===== src/sv/tkds_pkg.sv =====
// Shared types, constants and key selection for the top-k descending key sorter.
`default_nettype none

package tkds_pkg;

    localparam int MAX_RECORDS = 64;
    localparam int TOP_COUNT   = 10;

    localparam int ADDR_W  = $clog2(MAX_RECORDS);
    localparam int CNT_W   = $clog2(MAX_RECORDS + 1);
    localparam int KEY_W   = 32;
    localparam int CENTS_W = 31;
    localparam int RANK_W  = 7;
    localparam int RECNO_W = 11;

    localparam logic [1:0] KEY_INCOME  = 2'd0;
    localparam logic [1:0] KEY_EXPENSE = 2'd1;
    localparam logic [1:0] KEY_BALANCE = 2'd2;

    typedef enum logic [1:0] {
        ST_LOAD,
        ST_SCAN,
        ST_DRAIN,
        ST_EMIT
    } state_t;

    typedef struct packed {
        logic [CENTS_W-1:0] income_cents;
        logic [CENTS_W-1:0] expense_cents;
        logic               last_record;
    } rec_t;

    typedef struct packed {
        logic [RANK_W-1:0]         rank;
        logic [RECNO_W-1:0]        record_number;
        logic signed [KEY_W-1:0]   key_value;
        logic                      dropped_records;
        logic                      last_result;
    } res_t;

    // one entry offered to the compare unit, and the running winner
    typedef struct packed {
        logic                    valid;
        logic [ADDR_W-1:0]       idx;
        logic signed [KEY_W-1:0] key;
    } cand_t;

    function automatic logic signed [KEY_W-1:0] pick_key(
        input logic [1:0]         sel,
        input logic [CENTS_W-1:0] inc,
        input logic [CENTS_W-1:0] exp
    );
        logic signed [KEY_W-1:0] a;
        logic signed [KEY_W-1:0] b;
        logic signed [KEY_W-1:0] k;
        a = $signed({1'b0, inc});
        b = $signed({1'b0, exp});
        case (sel)
            KEY_INCOME:  k = a;
            KEY_EXPENSE: k = b;
            KEY_BALANCE: k = a - b;
            default:     k = '0;
        endcase
        return k;
    endfunction

endpackage

`default_nettype wire


===== src/sv/top_k_descending_key_sorter_core.sv =====
// Top level: record loading, selection sequencer and result register.
//
// Records are taken one per cycle while loading; each record's key is formed from
// sort_key at the time of its transfer and written to a 64-entry key memory. The
// record flagged last closes the set and the block stops taking records. It then
// picks the ranked entries one at a time: for each rank a single compare unit walks
// every stored key through the memory's read port, skipping entries already ranked,
// and min(N, 10) ranks are emitted for a set of N stored records before records are
// taken again. Equal keys come out in arrival order. Records beyond 64 are dropped
// and flagged on every result of that set. A result waits in an output register
// while stalled.
`default_nettype none

module top_k_descending_key_sorter_core (
    input  wire logic           clk,
    input  wire logic           rst_n,
    input  wire logic           rec_valid,
    output logic                rec_stall,
    input  wire tkds_pkg::rec_t rec,
    output logic                res_valid,
    input  wire logic           res_stall,
    output tkds_pkg::res_t      res,
    input  wire logic           cfg_valid,
    output logic                cfg_ready,
    input  wire logic [1:0]     cfg_data
);
    import tkds_pkg::*;

    state_t state_reg, state_next;

    logic [1:0]          sort_key_reg;
    logic [CNT_W-1:0]    count_reg, count_next;
    logic                ovf_reg, ovf_next;
    logic [CNT_W-1:0]    n_reg, n_next;
    logic [RANK_W-1:0]   emit_reg, emit_next;
    logic                drop_reg, drop_next;
    logic [RANK_W-1:0]   rank_reg, rank_next;
    logic [ADDR_W-1:0]   scan_reg, scan_next;
    logic [MAX_RECORDS-1:0] taken_reg, taken_next;
    logic                rd_vld_reg;
    logic [ADDR_W-1:0]   rd_idx_reg;
    logic                res_valid_reg, res_valid_next;
    res_t                res_reg, res_next;

    logic rec_acc;
    logic full;
    logic close_set;
    logic scan_end;
    logic last_rank;
    logic emit_go;
    logic rd_en;
    logic best_clr;
    logic signed [KEY_W-1:0] rd_key;
    cand_t cand;
    cand_t best;
    logic [RANK_W-1:0] rank_inc;

    assign rec_acc   = rec_valid && !rec_stall;
    assign full      = (count_reg == CNT_W'(MAX_RECORDS));
    assign close_set = rec_acc && rec.last_record;
    assign scan_end  = (scan_reg == ADDR_W'(n_reg - CNT_W'(1)));
    assign rank_inc  = rank_reg + RANK_W'(1);
    assign last_rank = (rank_inc == emit_reg);

    // ---------------- next state ----------------
    always_comb
    begin
        state_next = state_reg;
        case (state_reg)
            ST_LOAD:
            begin
                if (close_set)
                begin
                    state_next = ST_SCAN;
                end
            end
            ST_SCAN:
            begin
                if (scan_end)
                begin
                    state_next = ST_DRAIN;
                end
            end
            ST_DRAIN:
            begin
                state_next = ST_EMIT;
            end
            ST_EMIT:
            begin
                if (emit_go)
                begin
                    state_next = last_rank ? ST_LOAD : ST_SCAN;
                end
            end
            default:
            begin
                state_next = ST_LOAD;
            end
        endcase
    end

    // ---------------- sequencer outputs ----------------
    always_comb
    begin
        rec_stall = 1'b1;
        cfg_ready = 1'b0;
        rd_en     = 1'b0;
        best_clr  = 1'b0;
        emit_go   = 1'b0;
        case (state_reg)
            ST_LOAD:
            begin
                rec_stall = 1'b0;
                cfg_ready = 1'b1;
            end
            ST_SCAN:
            begin
                rd_en    = 1'b1;
                best_clr = (scan_reg == '0);
            end
            ST_DRAIN:
            begin
                rd_en = 1'b0;
            end
            ST_EMIT:
            begin
                emit_go = !res_valid_reg || !res_stall;
            end
            default:
            begin
                rec_stall = 1'b1;
            end
        endcase
    end

    // ---------------- datapath next values ----------------
    always_comb
    begin
        count_next     = count_reg;
        ovf_next       = ovf_reg;
        n_next         = n_reg;
        emit_next      = emit_reg;
        drop_next      = drop_reg;
        rank_next      = rank_reg;
        taken_next     = taken_reg;
        res_next       = res_reg;
        res_valid_next = res_valid_reg;
        scan_next      = '0;

        if (res_valid_reg && !res_stall)
        begin
            res_valid_next = 1'b0;
        end

        if (rec_acc)
        begin
            if (full)
            begin
                ovf_next = 1'b1;
            end
            else
            begin
                count_next = count_reg + CNT_W'(1);
            end
            if (rec.last_record)
            begin
                n_next     = full ? count_reg : count_reg + CNT_W'(1);
                emit_next  = (n_next < CNT_W'(TOP_COUNT)) ? RANK_W'(n_next)
                                                           : RANK_W'(TOP_COUNT);
                drop_next  = full || ovf_reg;
                rank_next  = '0;
                taken_next = '0;
                count_next = '0;
                ovf_next   = 1'b0;
            end
        end

        if (state_reg == ST_SCAN && !scan_end)
        begin
            scan_next = scan_reg + ADDR_W'(1);
        end

        if (emit_go)
        begin
            res_next.rank            = rank_inc;
            res_next.record_number   = RECNO_W'(best.idx) + RECNO_W'(1);
            res_next.key_value       = best.key;
            res_next.dropped_records = drop_reg;
            res_next.last_result     = last_rank;
            res_valid_next           = 1'b1;
            taken_next[best.idx]     = 1'b1;
            rank_next                = rank_inc;
        end
    end

    always_ff @(posedge clk or negedge rst_n)
    begin
        if (!rst_n)
        begin
            state_reg     <= ST_LOAD;
            sort_key_reg  <= KEY_INCOME;
            count_reg     <= '0;
            ovf_reg       <= 1'b0;
            n_reg         <= '0;
            emit_reg      <= '0;
            drop_reg      <= 1'b0;
            rank_reg      <= '0;
            scan_reg      <= '0;
            taken_reg     <= '0;
            rd_vld_reg    <= 1'b0;
            res_valid_reg <= 1'b0;
        end
        else
        begin
            state_reg     <= state_next;
            if (cfg_valid && cfg_ready)
            begin
                sort_key_reg <= cfg_data;
            end
            count_reg     <= count_next;
            ovf_reg       <= ovf_next;
            n_reg         <= n_next;
            emit_reg      <= emit_next;
            drop_reg      <= drop_next;
            rank_reg      <= rank_next;
            scan_reg      <= scan_next;
            taken_reg     <= taken_next;
            rd_vld_reg    <= rd_en;
            res_valid_reg <= res_valid_next;
        end
    end

    always_ff @(posedge clk)
    begin
        rd_idx_reg <= scan_reg;
        res_reg    <= res_next;
    end

    tkds_key_mem u_key_mem (
        .clk     (clk),
        .wr_en   (rec_acc && !full),
        .wr_addr (count_reg[ADDR_W-1:0]),
        .wr_data (pick_key(sort_key_reg, rec.income_cents, rec.expense_cents)),
        .rd_en   (rd_en),
        .rd_addr (scan_reg),
        .rd_data (rd_key)
    );

    assign cand.valid = rd_vld_reg && !taken_reg[rd_idx_reg];
    assign cand.idx   = rd_idx_reg;
    assign cand.key   = rd_key;

    tkds_max_unit u_max_unit (
        .clk   (clk),
        .rst_n (rst_n),
        .clr   (best_clr),
        .cand  (cand),
        .best  (best)
    );

    assign res_valid = res_valid_reg;
    assign res       = res_reg;

    // ---------------- assertions ----------------
    a_winner_present: assert property (@(posedge clk) disable iff (!rst_n)
        emit_go |-> best.valid)
        else $error("no winner when a rank is emitted");

    a_rank_bound: assert property (@(posedge clk) disable iff (!rst_n)
        (state_reg != ST_LOAD) |-> (rank_reg < emit_reg))
        else $error("rank ran past the emit count");

    a_count_bound: assert property (@(posedge clk) disable iff (!rst_n)
        count_reg <= CNT_W'(MAX_RECORDS))
        else $error("record count exceeds capacity");

    a_close_stalls: assert property (@(posedge clk) disable iff (!rst_n)
        close_set |=> rec_stall && (count_reg == '0) && !ovf_reg)
        else $error("set not closed after last record");

    a_taken_count: assert property (@(posedge clk) disable iff (!rst_n)
        (state_reg != ST_LOAD) |-> ($countones(taken_reg) == int'(rank_reg)))
        else $error("ranked entries do not match rank count");

endmodule

`default_nettype wire


===== src/sv/tkds_key_mem.sv =====
// Key memory: one write port, one registered read port.
`default_nettype none

module tkds_key_mem (
    input  wire logic                           clk,
    input  wire logic                           wr_en,
    input  wire logic [tkds_pkg::ADDR_W-1:0]    wr_addr,
    input  wire logic signed [tkds_pkg::KEY_W-1:0] wr_data,
    input  wire logic                           rd_en,
    input  wire logic [tkds_pkg::ADDR_W-1:0]    rd_addr,
    output logic signed [tkds_pkg::KEY_W-1:0]   rd_data
);
    import tkds_pkg::*;

    logic signed [KEY_W-1:0] mem [MAX_RECORDS];

    always_ff @(posedge clk)
    begin
        if (wr_en)
        begin
            mem[wr_addr] <= wr_data;
        end
    end

    always_ff @(posedge clk)
    begin
        if (rd_en)
        begin
            rd_data <= mem[rd_addr];
        end
    end

endmodule

`default_nettype wire


===== src/sv/tkds_max_unit.sv =====
// Shared compare unit: keeps the largest key seen in one pass, earliest on ties.
`default_nettype none

module tkds_max_unit (
    input  wire logic            clk,
    input  wire logic            rst_n,
    input  wire logic            clr,
    input  wire tkds_pkg::cand_t cand,
    output tkds_pkg::cand_t      best
);
    import tkds_pkg::*;

    cand_t best_reg;
    cand_t best_next;
    logic  take;

    // strict greater-than keeps the earlier entry on equal keys
    assign take = cand.valid && (!best_reg.valid || ($signed(cand.key) > $signed(best_reg.key)));

    always_comb
    begin
        best_next = best_reg;
        if (clr)
        begin
            best_next.valid = 1'b0;
        end
        else if (take)
        begin
            best_next = cand;
        end
    end

    always_ff @(posedge clk or negedge rst_n)
    begin
        if (!rst_n)
        begin
            best_reg <= '0;
        end
        else
        begin
            best_reg <= best_next;
        end
    end

    assign best = best_reg;

endmodule

`default_nettype wire


===== config.mk =====
export PLATFORM = sky130hd
export DESIGN_NAME = top_k_descending_key_sorter_core
export DESIGN_NICKNAME = d
export VERILOG_FILES = /design/src/sv/tkds_pkg.sv /design/src/sv/top_k_descending_key_sorter_core.sv /design/src/sv/tkds_key_mem.sv /design/src/sv/tkds_max_unit.sv
export SDC_FILE = /design/constraint.sdc
export NUM_CORES = 2
export LEC_CHECK = 0
export BUFFER_PORTS_ARGS = -buffer_cell sky130_fd_sc_hd__buf_2
export CELL_PAD_IN_SITES_DETAIL_PLACEMENT = 0
export CELL_PAD_IN_SITES_GLOBAL_PLACEMENT = 1
export CORE_MARGIN = 4
export CORE_UTILIZATION = 50
export DETAILED_ROUTE_END_ITERATION = 16
export PLACE_DENSITY = 0.75
export SYNTH_ARGS = -nofsm -noshare
export SYNTH_HDL_FRONTEND = slang
export SYNTH_HIERARCHICAL = 1
export SYNTH_SLANG_ARGS = --single-unit

===== constraint.sdc =====
create_clock -name clk -period 4.4 [get_ports clk]
set_clock_uncertainty 0.1 [all_clocks]
set_input_delay 0 -clock clk [delete_from_list [all_inputs] [get_ports clk]]
set_output_delay 0 -clock clk [all_outputs]
set_load 0.1 [all_outputs]

==> flow_summary.toml <==
[clocking]
cts_tree = "done"
cts_buffers = 215
clock_sinks = 2278
path_clk_slew_ns = 0.07
cts-resized-gates = 0
clkLatencyLatePin_ns = 0.85
cts-root-buf = "clkbuf_16"
cts_max_level = 4
cts.path.max_buffers = 3

[pwr]
p_per_area_nw_per_um2 = 614.6
ir_worst_vdd_mv = 0.5401
p_leak_nw = 33.62

[placed_design]
dp_cells = 6908
place_congestion = 0.8413
hpwl_um = 134400
portBuffers = 120

[routing]
route.vias.total = 46220
wirelength_um = 227000
routed_via_density = 6.275
drt_iter0_drc = 5720
wl_per_cell_um = 30.82
drc = 0
drtPass1Iterations = 6
ant_nets = 0

[logic_synthesis]
yosysSeqAreaShare_pct = 74.99
syn_inst = 4397
synth_area_um2 = 90170
synth_area_leaders = "edfxtp_1 71%, mux4_2 14%, dfrtp_1 4.0%"
synthArstFlopShare_pct = 6.321
synth_top_area_share_pct = 70.87
ys_top_cells_by_count = "2,128 x edfxtp_1, 565 x mux4_2, 175 x nor2_1"
yosysWarnings = 6
yosysMostFrequentCell = "edfxtp_1"
ys.flop_type = "edfxtp_1"
ys_types = 76
yosysTopAreaCell = "edfxtp_1"
syn_avg_cell_area_um2 = 20.51
synth-seq-cells = 2278
synth-edff-count = 2128

[hold_path]
min_path_type = "input pin to flip-flop"

[sta]
final-max-slew-violation-count = 0
timing.slew.headroom_pct = 16.45
report.final.setup_viol = 0
hold_violations = 0
tightest_slew_ns = 1.249
post-route-period-util_pct = 85.82
fin_setup_tns_ns = 0
fin_crit_ns = 3.776
fmax_ghz = 0.2648
rsz0062_at_grt = "false"

[critical_path]
crit_top_cell = "mux4_2"
crit_chain = "mux4_2 -> mux4_2 -> mux4_2 -> nor2b_1 -> inv_1 -> a311oi_2 -> o21ai_4 -> buf_4 -> mux2_4"
regToRegSetupSlack_ns = 0.62
critPathMaxFanout = 32
worstSetupEndpointType = "flip-flop"
worst_setup_path_start_kind = "flip-flop"
critPathArrivalTime_ns = 4.42
required_ns = 5.04
critPathMaxStageDelay_ns = 0.82
slowest_stage = "dfxtp_1"
crit_type = "flip-flop to flip-flop"

[grt]
grt_pass1_vias = 45780
grt_max_degree = 66
grt_overflow = 0
antenna_found_initial = 9
grt_pass1_wl_um = 328200
gr-usage-all-layers_pct = 24.52

[final_layout]
layout.nets = 4972
multi_input_area_um2 = 21990
syn_to_final_growth_pct = 15.39
largest_register_ffs = 2048
register_area_um2 = 67640
filler_cell_count = 12740
postLayoutCoreUtil_pct = 58.19
stdcell_count = 7365
final_layout_size_suffix_gt1_share_pct = 28.34

[floorplan]
coreArea_um2 = 178800
initial_utilization_pct = 50.43
dieArea_um2 = 187200
ios = 125
die_w_um = 432.7
fp.dieH_um = 432.7
fp-row-count = 155

[status]
status = "completed"

[job]
max-cap-violations = 0
## logic make-up (layout without fill, tap and decap cells)
logic type | count (synthesis) | count (layout) | synth area share (%)
other | 1 | 7 | 0.004159
and+or+nand+nor | 472 | 472 | 2.437
xor gates and xnor gates | 61 | 61 | 0.5925
muxes | 712 | 712 | 15.88
DFF | 2278 | 2278 | 74.99
buffers and inverters | 321 | 928 | 1.617
AOI/OAI and AO/OA | 478 | 478 | 3.437
adders and majority gates | 74 | 74 | 1.035
## critical path: cells and delay by family, from the launching register on
family / cells / cell delay (ns)
flops: 1 / 0.82
mux: 4 / 1.75
simple gates: 1 / 0.12
buf+inv: 2 / 0.39
compound gates: 2 / 0.46
## final timing paths
path / start / endpoint / depth (start not counted)
min in group asynchronous: rst_n / scan_reg[0] / 4
max: rd_idx_reg[1] / u_max_unit/best[7] / 9
max in group asynchronous: rst_n / u_max_unit/best[5] / 4
min: rec[36] / u_key_mem/mem[58][4] / 4
max reg2reg: rd_idx_reg[1] / u_max_unit/best[7] / 9
min reg2reg: drop_reg / res[1] / 0
## placed cells by master (no fill, tap or decap), drive strengths merged, types with 23 or more instances in the layout
cell,n
nand3,29
mux2,41
clkbuf,259
nor2b,23
o22ai,92
dlygate4sd3,56
a21oi,104
a22oi,26
ha,73
xnor2,27
mux2i,106
inv,100
edfxtp,2128
nand2,132
buf,385
dfrtp,144
clkinv,103
o21ai,100
mux4,565
o221ai,27
nor2,175
a22o,34
xor2,34
## metal layers
| layer | vias up | track usage [%] | wire length [um] |
|---|---|---|---|
| li1 | 19060 | - | - |
| met1 | 24610 | 35.05 | 90750 |
| met2 | 2225 | 38.74 | 108400 |
| met3 | 325 | 4.675 | 20650 |
| met4 | 2 | 7.763 | 7249 |
| met5 | - | 0 | 13 |
## metrics by stage
step | hold WS, ns | power (mW) | setup WS, ns | instance area [um2]
2_1_floorplan | -0.3956 | 39.65 | -0.002308 | 90190
3_3_place_gp | -0.06510 | 45.46 | 0.5893 | 96370
3_5_place_dp | -0.06078 | 45.83 | 0.6289 | 96370
4_1_cts | 0.0006026 | 64.35 | 0.6142 | 104000
5_1_grt | 0.05081 | 66.36 | 0.4463 | 104000
6_report | 0.08782 | 63.95 | 0.6239 | 104000
## timing repair
item	CTS	global route
hold endpoints to repair	1239	0
hold buffers	58	0
setup buffers	0	0
## report_power, final
part / internal (mW) / switching (mW)
registers: 28.2 / 0.613
clock network: 10.5 / 7.93
logic: 5.82 / 10.9
## layout make-up
class	instances	area share (%)
inverters	91	0.3283
multi-input cells	1801	21.13
repair buffers	441	3.907
well taps	2355	2.832
clock buffers	259	5.511
flip-flops and latches	2278	65.01
diodes	3	0.007215
clock inverters	137	1.275
(Power assumes the default switching activity.)
